--- src/rtl/utf8_stream_decoder_defines.svh ---
// Assertion helpers for utf8_stream_decoder.sv, the one file that checks itself.
// Both macros expect a clock named i_clk and an active-low reset named i_rst_n in scope.
`ifndef UTF8_STREAM_DECODER_DEFINES_SVH
`define UTF8_STREAM_DECODER_DEFINES_SVH

// Consequent must hold in the same cycle as the antecedent.
`define UTF8SD_ASSERT_NOW(label, ante, cons, msg) \
    label: assert property (@(posedge i_clk) disable iff (!i_rst_n) (ante) |-> (cons)) \
        else $error(msg);

// Consequent must hold in the cycle after the antecedent.
`define UTF8SD_ASSERT_NEXT(label, ante, cons, msg) \
    label: assert property (@(posedge i_clk) disable iff (!i_rst_n) (ante) |=> (cons)) \
        else $error(msg);

`endif

--- src/rtl/utf8sd_pkg.sv ---
package utf8sd_pkg;

    localparam int QUEUE_DEPTH = 2;

    localparam logic [20:0] CP_REPLACEMENT = 21'h00FFFD;
    localparam logic [20:0] CP_MAX         = 21'h10FFFF;
    localparam logic [20:0] CP_SURR_LO     = 21'h00D800;
    localparam logic [20:0] CP_SURR_HI     = 21'h00DFFF;
    localparam logic [20:0] CP_MIN_LEN2    = 21'h000080;
    localparam logic [20:0] CP_MIN_LEN3    = 21'h000800;
    localparam logic [20:0] CP_MIN_LEN4    = 21'h010000;

    // Byte class as decided by the front end.
    typedef enum logic [2:0] {
        KIND_ASCII = 3'd0,
        KIND_LEAD2 = 3'd1,
        KIND_LEAD3 = 3'd2,
        KIND_LEAD4 = 3'd3,
        KIND_CONT  = 3'd4,
        KIND_BAD   = 3'd5
    } t_kind;

    // Classified byte: payload bits are already masked for the byte's class.
    typedef struct packed {
        t_kind      kind;
        logic [6:0] payload;
        logic       last;
    } t_token;

    typedef struct packed {
        logic full;
        logic empty;
    } t_q_status;

endpackage

--- src/rtl/utf8sd_ifs.sv ---
interface utf8sd_byte_if;
    logic       valid;
    logic       ready;
    logic [7:0] data_byte;
    logic       end_of_string;

    modport source (output valid, output data_byte, output end_of_string, input ready);
    modport sink   (input valid, input data_byte, input end_of_string, output ready);
endinterface

interface utf8sd_cp_if;
    logic        valid;
    logic        ready;
    logic [20:0] code_point;
    logic        is_error;

    modport source (output valid, output code_point, output is_error, input ready);
    modport sink   (input valid, input code_point, input is_error, output ready);
endinterface

--- src/rtl/utf8sd_front.sv ---
module utf8sd_front (
    utf8sd_byte_if.sink            i_byte,
    input  utf8sd_pkg::t_q_status  i_q_status,
    output logic                   o_push,
    output utf8sd_pkg::t_token     o_token
);

    function automatic utf8sd_pkg::t_token classify(input logic [7:0] b, input logic last);
        utf8sd_pkg::t_token t;
        t.last    = last;
        t.payload = 7'd0;
        if (b[7] == 1'b0) begin
            t.kind    = utf8sd_pkg::KIND_ASCII;
            t.payload = b[6:0];
        end else if (b[7:6] == 2'b10) begin
            t.kind    = utf8sd_pkg::KIND_CONT;
            t.payload = {1'b0, b[5:0]};
        end else if (b[7:5] == 3'b110) begin
            t.kind    = utf8sd_pkg::KIND_LEAD2;
            t.payload = {2'b00, b[4:0]};
        end else if (b[7:4] == 4'b1110) begin
            t.kind    = utf8sd_pkg::KIND_LEAD3;
            t.payload = {3'b000, b[3:0]};
        end else if (b[7:3] == 5'b11110) begin
            t.kind    = utf8sd_pkg::KIND_LEAD4;
            t.payload = {4'b0000, b[2:0]};
        end else begin
            t.kind = utf8sd_pkg::KIND_BAD;
        end
        return t;
    endfunction

    assign i_byte.ready = !i_q_status.full;
    assign o_push       = i_byte.valid && !i_q_status.full;
    assign o_token      = classify(i_byte.data_byte, i_byte.end_of_string);

endmodule

--- src/rtl/utf8sd_queue.sv ---
module utf8sd_queue #(
    parameter int DEPTH = utf8sd_pkg::QUEUE_DEPTH
) (
    input  logic                   i_clk,
    input  logic                   i_rst_n,
    input  logic                   i_push,
    input  utf8sd_pkg::t_token     i_token,
    input  logic                   i_pop,
    output utf8sd_pkg::t_token     o_token,
    output utf8sd_pkg::t_q_status  o_status
);

    localparam int PTR_W = (DEPTH > 1) ? $clog2(DEPTH) : 1;
    localparam int CNT_W = $clog2(DEPTH + 1);

    utf8sd_pkg::t_token r_mem [DEPTH];
    logic [PTR_W-1:0] r_wr_ptr, n_wr_ptr;
    logic [PTR_W-1:0] r_rd_ptr, n_rd_ptr;
    logic [CNT_W-1:0] r_count,  n_count;

    always_comb begin
        n_wr_ptr = r_wr_ptr;
        n_rd_ptr = r_rd_ptr;
        n_count  = r_count;
        if (i_push) begin
            n_wr_ptr = (r_wr_ptr == PTR_W'(DEPTH - 1)) ? '0 : r_wr_ptr + 1'b1;
        end
        if (i_pop) begin
            n_rd_ptr = (r_rd_ptr == PTR_W'(DEPTH - 1)) ? '0 : r_rd_ptr + 1'b1;
        end
        if (i_push && !i_pop) begin
            n_count = r_count + 1'b1;
        end else if (!i_push && i_pop) begin
            n_count = r_count - 1'b1;
        end
    end

    always_ff @(posedge i_clk) begin
        if (!i_rst_n) begin
            r_wr_ptr <= '0;
            r_rd_ptr <= '0;
            r_count  <= '0;
        end else begin
            r_wr_ptr <= n_wr_ptr;
            r_rd_ptr <= n_rd_ptr;
            r_count  <= n_count;
        end
    end

    always_ff @(posedge i_clk) begin
        if (i_push) begin
            r_mem[r_wr_ptr] <= i_token;
        end
    end

    assign o_token        = r_mem[r_rd_ptr];
    assign o_status.full  = (r_count == CNT_W'(DEPTH));
    assign o_status.empty = (r_count == '0);

endmodule

--- src/rtl/utf8sd_back.sv ---
module utf8sd_back (
    input  logic                   i_clk,
    input  logic                   i_rst_n,
    input  utf8sd_pkg::t_q_status  i_q_status,
    input  utf8sd_pkg::t_token     i_token,
    output logic                   o_pop,
    utf8sd_cp_if.source            o_cp
);

    logic [20:0] r_partial, n_partial;
    logic [1:0]  r_left,    n_left;
    logic [2:0]  r_len,     n_len;
    logic        r_err,     n_err;
    logic        r_out_valid;
    logic [20:0] r_cp;
    logic        r_is_error;

    logic        w_emit;
    logic        w_fail;
    logic [20:0] w_emit_cp;
    logic [20:0] w_acc;

    function automatic logic scalar_ok(input logic [20:0] cp, input logic [2:0] len);
        logic [20:0] minimum;
        case (len)
            3'd2:    minimum = utf8sd_pkg::CP_MIN_LEN2;
            3'd3:    minimum = utf8sd_pkg::CP_MIN_LEN3;
            default: minimum = utf8sd_pkg::CP_MIN_LEN4;
        endcase
        return (cp >= minimum)
            && !(cp >= utf8sd_pkg::CP_SURR_LO && cp <= utf8sd_pkg::CP_SURR_HI)
            && (cp <= utf8sd_pkg::CP_MAX);
    endfunction

    // The queue head moves on whenever the queue holds an entry and the output register is free or being emptied.
    assign o_pop = !i_q_status.empty && (!r_out_valid || o_cp.ready);
    assign w_acc = {r_partial[14:0], i_token.payload[5:0]};

    always_comb begin
        n_partial = r_partial;
        n_left    = r_left;
        n_len     = r_len;
        n_err     = r_err;
        w_emit    = 1'b0;
        w_fail    = 1'b0;
        w_emit_cp = '0;
        if (o_pop && !r_err) begin
            if (r_left == 2'd0) begin
                case (i_token.kind)
                    utf8sd_pkg::KIND_ASCII: begin
                        w_emit    = 1'b1;
                        w_emit_cp = {14'd0, i_token.payload};
                    end
                    utf8sd_pkg::KIND_LEAD2: begin
                        n_partial = {16'd0, i_token.payload[4:0]};
                        n_left    = 2'd1;
                        n_len     = 3'd2;
                    end
                    utf8sd_pkg::KIND_LEAD3: begin
                        n_partial = {17'd0, i_token.payload[3:0]};
                        n_left    = 2'd2;
                        n_len     = 3'd3;
                    end
                    utf8sd_pkg::KIND_LEAD4: begin
                        n_partial = {18'd0, i_token.payload[2:0]};
                        n_left    = 2'd3;
                        n_len     = 3'd4;
                    end
                    default: begin
                        w_fail = 1'b1;
                    end
                endcase
            end else if (i_token.kind != utf8sd_pkg::KIND_CONT) begin
                w_fail = 1'b1;
            end else begin
                n_partial = w_acc;
                n_left    = r_left - 2'd1;
                if (r_left == 2'd1) begin
                    if (scalar_ok(w_acc, r_len)) begin
                        w_emit    = 1'b1;
                        w_emit_cp = w_acc;
                        n_partial = '0;
                        n_len     = '0;
                    end else begin
                        w_fail = 1'b1;
                    end
                end
            end
            // A string that ends inside a sequence is reported on its last byte.
            if (i_token.last && !w_emit && !w_fail && n_left != 2'd0) begin
                w_fail = 1'b1;
            end
            if (w_fail) begin
                w_emit    = 1'b1;
                w_emit_cp = utf8sd_pkg::CP_REPLACEMENT;
                n_err     = 1'b1;
                n_partial = '0;
                n_left    = '0;
                n_len     = '0;
            end
        end
        if (o_pop && i_token.last) begin
            n_partial = '0;
            n_left    = '0;
            n_len     = '0;
            n_err     = 1'b0;
        end
    end

    always_ff @(posedge i_clk) begin
        if (!i_rst_n) begin
            r_partial   <= '0;
            r_left      <= '0;
            r_len       <= '0;
            r_err       <= 1'b0;
            r_out_valid <= 1'b0;
        end else begin
            r_partial <= n_partial;
            r_left    <= n_left;
            r_len     <= n_len;
            r_err     <= n_err;
            if (o_pop && w_emit) begin
                r_out_valid <= 1'b1;
            end else if (o_cp.ready) begin
                r_out_valid <= 1'b0;
            end
        end
    end

    always_ff @(posedge i_clk) begin
        if (o_pop && w_emit) begin
            r_cp       <= w_emit_cp;
            r_is_error <= w_fail;
        end
    end

    assign o_cp.valid      = r_out_valid;
    assign o_cp.code_point = r_cp;
    assign o_cp.is_error   = r_is_error;

endmodule

--- src/rtl/utf8_stream_decoder.sv ---
// UTF-8 stream decoder.
// The byte channel i_byte carries one raw byte per transfer, with end_of_string set on
// the last byte of a string. The code point channel o_cp carries one decoded scalar value
// per transfer, or U+FFFD with is_error set when the encoding is invalid or truncated.
// After an error the rest of the string produces nothing; end_of_string clears all state.
// A front end classifies each byte and writes it into a short queue; the back end takes
// one entry per cycle while the output register is free or being emptied, updates the
// sequence state and loads the output register. Throughput is one byte per cycle while
// o_cp.ready stays high. A byte accepted at i_byte is written into the queue; the back
// end pops it from the queue head and, once its code point is complete, loads it into
// the output register. When the receiver holds o_cp.ready low the back end stops once the
// output register is full, the queue fills behind it and i_byte.ready drops; nothing is
// lost. Reset (i_rst_n low, synchronous) empties the queue and the output register and
// clears the sequence state; the block is ready for bytes as soon as reset is released.
`include "utf8_stream_decoder_defines.svh"

module utf8_stream_decoder #(
    parameter int QUEUE_DEPTH = utf8sd_pkg::QUEUE_DEPTH
) (
    input  logic         i_clk,
    input  logic         i_rst_n,
    utf8sd_byte_if.sink  i_byte,
    utf8sd_cp_if.source  o_cp
);

    utf8sd_pkg::t_q_status w_q_status;
    utf8sd_pkg::t_token    w_push_token;
    utf8sd_pkg::t_token    w_head_token;
    logic                  w_push;
    logic                  w_pop;

    utf8sd_front u_front (
        .i_byte     (i_byte),
        .i_q_status (w_q_status),
        .o_push     (w_push),
        .o_token    (w_push_token)
    );

    utf8sd_queue #(
        .DEPTH (QUEUE_DEPTH)
    ) u_queue (
        .i_clk    (i_clk),
        .i_rst_n  (i_rst_n),
        .i_push   (w_push),
        .i_token  (w_push_token),
        .i_pop    (w_pop),
        .o_token  (w_head_token),
        .o_status (w_q_status)
    );

    utf8sd_back u_back (
        .i_clk      (i_clk),
        .i_rst_n    (i_rst_n),
        .i_q_status (w_q_status),
        .i_token    (w_head_token),
        .o_pop      (w_pop),
        .o_cp       (o_cp)
    );

    `UTF8SD_ASSERT_NOW(a_error_is_replacement, o_cp.valid && o_cp.is_error,
        o_cp.code_point == utf8sd_pkg::CP_REPLACEMENT, "error result is not U+FFFD")
    `UTF8SD_ASSERT_NOW(a_scalar_valid, o_cp.valid && !o_cp.is_error,
        (o_cp.code_point <= utf8sd_pkg::CP_MAX)
            && !((o_cp.code_point >= utf8sd_pkg::CP_SURR_LO)
            && (o_cp.code_point <= utf8sd_pkg::CP_SURR_HI)),
        "decoded value is not a scalar value")
    `UTF8SD_ASSERT_NOW(a_queue_status, 1'b1, !(w_q_status.full && w_q_status.empty),
        "queue reports full and empty together")
    `UTF8SD_ASSERT_NEXT(a_stalled_pop, o_cp.valid && !o_cp.ready, !w_pop || o_cp.ready,
        "queue popped while the output register stays blocked")

endmodule
--- src/flat_wrapper.sv ---
// flat-port wrapper written by rule: the top's interface ports become plain ports
module utf8_stream_decoder_flat 
#(
    parameter int QUEUE_DEPTH = utf8sd_pkg::QUEUE_DEPTH
)
  (i_clk, i_rst_n, i_byte_valid, i_byte_data_byte, i_byte_end_of_string, i_byte_ready, o_cp_valid, o_cp_code_point, o_cp_is_error, o_cp_ready);
  utf8sd_byte_if i_byte_i ();
  utf8sd_cp_if o_cp_i ();
  input  logic i_clk;
  input  logic i_rst_n;
  input wire logic [$bits(i_byte_i.valid)-1:0] i_byte_valid;
  input wire logic [$bits(i_byte_i.data_byte)-1:0] i_byte_data_byte;
  input wire logic [$bits(i_byte_i.end_of_string)-1:0] i_byte_end_of_string;
  output wire logic [$bits(i_byte_i.ready)-1:0] i_byte_ready;
  output wire logic [$bits(o_cp_i.valid)-1:0] o_cp_valid;
  output wire logic [$bits(o_cp_i.code_point)-1:0] o_cp_code_point;
  output wire logic [$bits(o_cp_i.is_error)-1:0] o_cp_is_error;
  input wire logic [$bits(o_cp_i.ready)-1:0] o_cp_ready;
  assign i_byte_i.valid = i_byte_valid;
  assign i_byte_i.data_byte = i_byte_data_byte;
  assign i_byte_i.end_of_string = i_byte_end_of_string;
  assign i_byte_ready = i_byte_i.ready;
  assign o_cp_valid = o_cp_i.valid;
  assign o_cp_code_point = o_cp_i.code_point;
  assign o_cp_is_error = o_cp_i.is_error;
  assign o_cp_i.ready = o_cp_ready;
  utf8_stream_decoder #(.QUEUE_DEPTH(QUEUE_DEPTH)) u_core (.i_clk(i_clk), .i_rst_n(i_rst_n), .i_byte(i_byte_i), .o_cp(o_cp_i));
endmodule
--- config.mk ---
export PLATFORM = sky130hd
export DESIGN_NAME = utf8_stream_decoder_flat
export DESIGN_NICKNAME = d
export VERILOG_FILES = /design/src/rtl/utf8sd_pkg.sv /design/src/rtl/utf8sd_ifs.sv /design/src/rtl/utf8sd_front.sv /design/src/rtl/utf8sd_queue.sv /design/src/rtl/utf8sd_back.sv /design/src/rtl/utf8_stream_decoder.sv /design/src/flat_wrapper.sv
export VERILOG_INCLUDE_DIRS = /design/src /design/src/rtl
export SDC_FILE = /design/constraint.sdc
export NUM_CORES = 1
export LEC_CHECK = 0
export BUFFER_PORTS_ARGS = -buffer_cell sky130_fd_sc_hd__buf_2
export CAP_MARGIN = 20
export CORE_ASPECT_RATIO = 1.25
export CORE_MARGIN = 8
export CORE_UTILIZATION = 55
export CTS_CLUSTER_DIAMETER = 40
export DETAILED_ROUTE_END_ITERATION = 8
export PLACE_DENSITY = 0.76
export REMOVE_ABC_BUFFERS = 1
export SLEW_MARGIN = 20
export SYNTH_ARGS = -nofsm -noshare
export SYNTH_HDL_FRONTEND = slang
export SYNTH_SLANG_ARGS = --single-unit
--- constraint.sdc ---
create_clock -name i_clk -period 3.8 [get_ports i_clk]
set_input_delay 0.76 -clock i_clk [delete_from_list [all_inputs] [get_ports i_clk]]
set_output_delay 0.76 -clock i_clk [all_outputs]
set_load 0.02 [all_outputs]
==> reports/metrics.csv <==
metric,value,unit
status,finished clean,
grt_pass1_vias,2208,
total_power,2992,uW
cts-root-buf,clkbuf_8,
io_pins,37,
layout.area.seq,0.001862,sq mm
vias_per_cell,5.941,
synthCells,278,
die_width,84.88,um
maxCapViolations,0,
synth_warnings,0,
post_cts_buffers,0,
areaGrowthSynthToFinish,14.42,%
start_kind,flop,
multi_input_area,0.001319,sq mm
max-slew-margin-rel,0.3612,
worstPathArrival,3130,ps
post-route-period-util,0.7699,
avgSynthCellArea,11.73,sq um
max_freq,341.8,MHz
timing.setup.tns,0,ps
wirelength,6.460,mm
n_fill_cell,441,
yosysTopAreaCellShare,0.4051,
finalSetupViolCount,0,
postRouteAntennaNets,0,
start_util,0.5644,
globalplace.congestion,0.9124,
synth_seq_cells,71,
power.density,801.8,mW/mm^2
h-tree-depth,3,
async_reset_ff_frac,0,
fin_nets,339,
cp-end-kind,flop,
syn_area,0.003262,sq mm
maxSlewViolCount,0,
detail_route.first_pass.iterations,4,
dp_slack,926.8,ps
cts_hold_buf,0,
ys.flop_type,edfxtp_1,
numCtsBuffers,9,
synth.area.top_cells,"edfxtp_1 41%, dfxtp_1 17%, o21a_1 3.0%",
p_leak,0.001371,uW
layout-drive-gt1-share,0.2277,
yosys.area.top_type,edfxtp_1,
clock-sinks,71,
placed_cells,375,
dp_hpwl,4.874,mm
path_clk_slew,70,ps
synth.yosys.seq_area_share,0.5708,
grt_start_max_net_pins,19,
final_cells,391,
coreArea,0.005779,sq mm
clock_path_buffers,2,
cp_data_required_time,4010,ps
track_usage,0.1553,
irDropWorstVdd,513.1,uV
hold_viol,0,
ctsResizeCount,0,
antenna_found_initial,0,
dr_total_vias,2323,
finClkSkew,12.13,ps
synth-edff-count,44,
drt-initial-drc-count,145,
worstHoldPathType,flop to flop,
tightest_slew,954.7,ps
synth.distinct_cells,61,
num_rows,31,
holdWs,479.1,ps
grt_setup_unrepaired,false,
crit_fanout,16,
cts_tree,done,
die_y,102.1,um
routedWlPerCell,16.52,um
drc,0,
port_buffers,36,
fin_ws,874.5,ps
die_area,0.008666,sq mm
insertion_delay,340,ps
grt.overflow.total,0,
n_antenna_cell,0,
period_needed,2925,ps
critical_path_class,flop to flop,
grt_pass1_wl,10.40,mm
power by group:
| group | internal [uW] | leakage (uW) | total (uW) | switching [uW] |
|---|---|---|---|---|
| Sequential | 1090 | 0.000638 | 1190 | 99.7 |
| Clock | 378 | 0.000115 | 650 | 271 |
| Combinational | 421 | 0.000619 | 1160 | 735 |
cell type report:
class	instances	area share
Sequential cell	71	0.4988
Multi-Input combinational cell	191	0.3533
Timing Repair Buffer	42	0.06034
Clock buffer	11	0.04660
Tap cell	66	0.02213
Clock inverter	5	0.01374
Inverter	5	0.005028
cell families (layout without fill, tap and decap cells):
group / Yosys count / in the layout / synth area share
and+or+nand+nor: 103 / 103 / 0.1776
DFF: 71 / 71 / 0.5708
adders and majority gates: 6 / 6 / 0.02301
xor gates and xnor gates: 3 / 3 / 0.008057
buffers and inverters: 16 / 63 / 0.02685
muxes: 10 / 10 / 0.03184
AOI/OAI and AO/OA: 69 / 69 / 0.1619
cells in the mapped netlist (6+ instances only):
cell type,count
a21oi_1,14
a32o_1,6
and2_1,14
dfxtp_1,27
edfxtp_1,44
ha_1,6
mux2i_1,7
nand2_1,21
nand3_1,13
nor2_1,15
o21a_1,13
o21ai_0,6
placed cells by master (no fill, tap or decap), drive strengths merged, types with 2 or more instances in the layout:
master,Yosys,routed
xnor2,2,2
nor4,2,2
o211ai,2,2
a31oi,2,2
or4,3,3
nand3,13,13
and2,14,14
or4b,2,2
buf,6,42
ha,6,6
and3,2,2
mux2,3,3
edfxtp,44,44
o221ai,2,2
a32o,7,7
or2,5,5
inv,5,5
dfxtp,27,27
a21boi,4,4
clkbuf,5,11
nor3,4,4
nor2b,4,4
o21ai,8,8
or3,5,5
nand4b,2,2
o22ai,4,4
nor2,15,15
nand2,22,22
nor4b,2,2
mux2i,7,7
a21oi,14,14
o31ai,2,2
o21a,13,13
clkinv,0,4
nand2b,5,5
metal layers:
metal / routed length, um / vias up / GRT usage
met1: 2650 / 1099 / 0.1611
met2: 3328 / 68 / 0.2799
met5: 0 / - / 0
met3: 256 / 19 / 0.03379
met4: 225 / 0 / 0.1003
li1: - / 1137 / -
worst max-delay path: stages, from the launching register on:
cell and delay (ps):
dfxtp_1 700, nor4b_2 130, a31oi_1 460, o221ai_1 260, a41oi_2 270, a21oi_1 170, nor2_1 580, o21a_1 220
state kept, by name, indices dropped and copies added, names as in the netlist, 2 cells and up, named ones only:
signal and flops:
u_core.u_back.o_cp.code_point 21, u_core.u_queue.r_mem 22, u_core.u_queue.r_count 2, u_core.u_back.r_partial 15, u_core.u_back.r_len 3, u_core.u_back.r_left 2
through the flow:
step | utilization | area (sq um)
3_3_place_gp | 0.6068 | 3507
6_report | 0.6458 | 3732
4_1_cts | 0.6458 | 3732
5_1_grt | 0.6458 | 3732
3_5_place_dp | 0.6068 | 3507
2_1_floorplan | - | 3193
worst paths after layout:
check / startpoint / to / slack [ps] / cells past startpoint
worst max-delay path: flop / u_core.u_back.o_cp.code_point[7] / 870 / 7
worst min-delay path: u_core.u_back.r_partial[12] / u_core.u_back.r_partial[12] / 480 / 2
worst max register to register: flop / u_core.u_back.o_cp.code_point[7] / 870 / 7
worst min register to register: u_core.u_back.r_partial[12] / u_core.u_back.r_partial[12] / 480 / 2
Power figures use the tool's default switching activity.
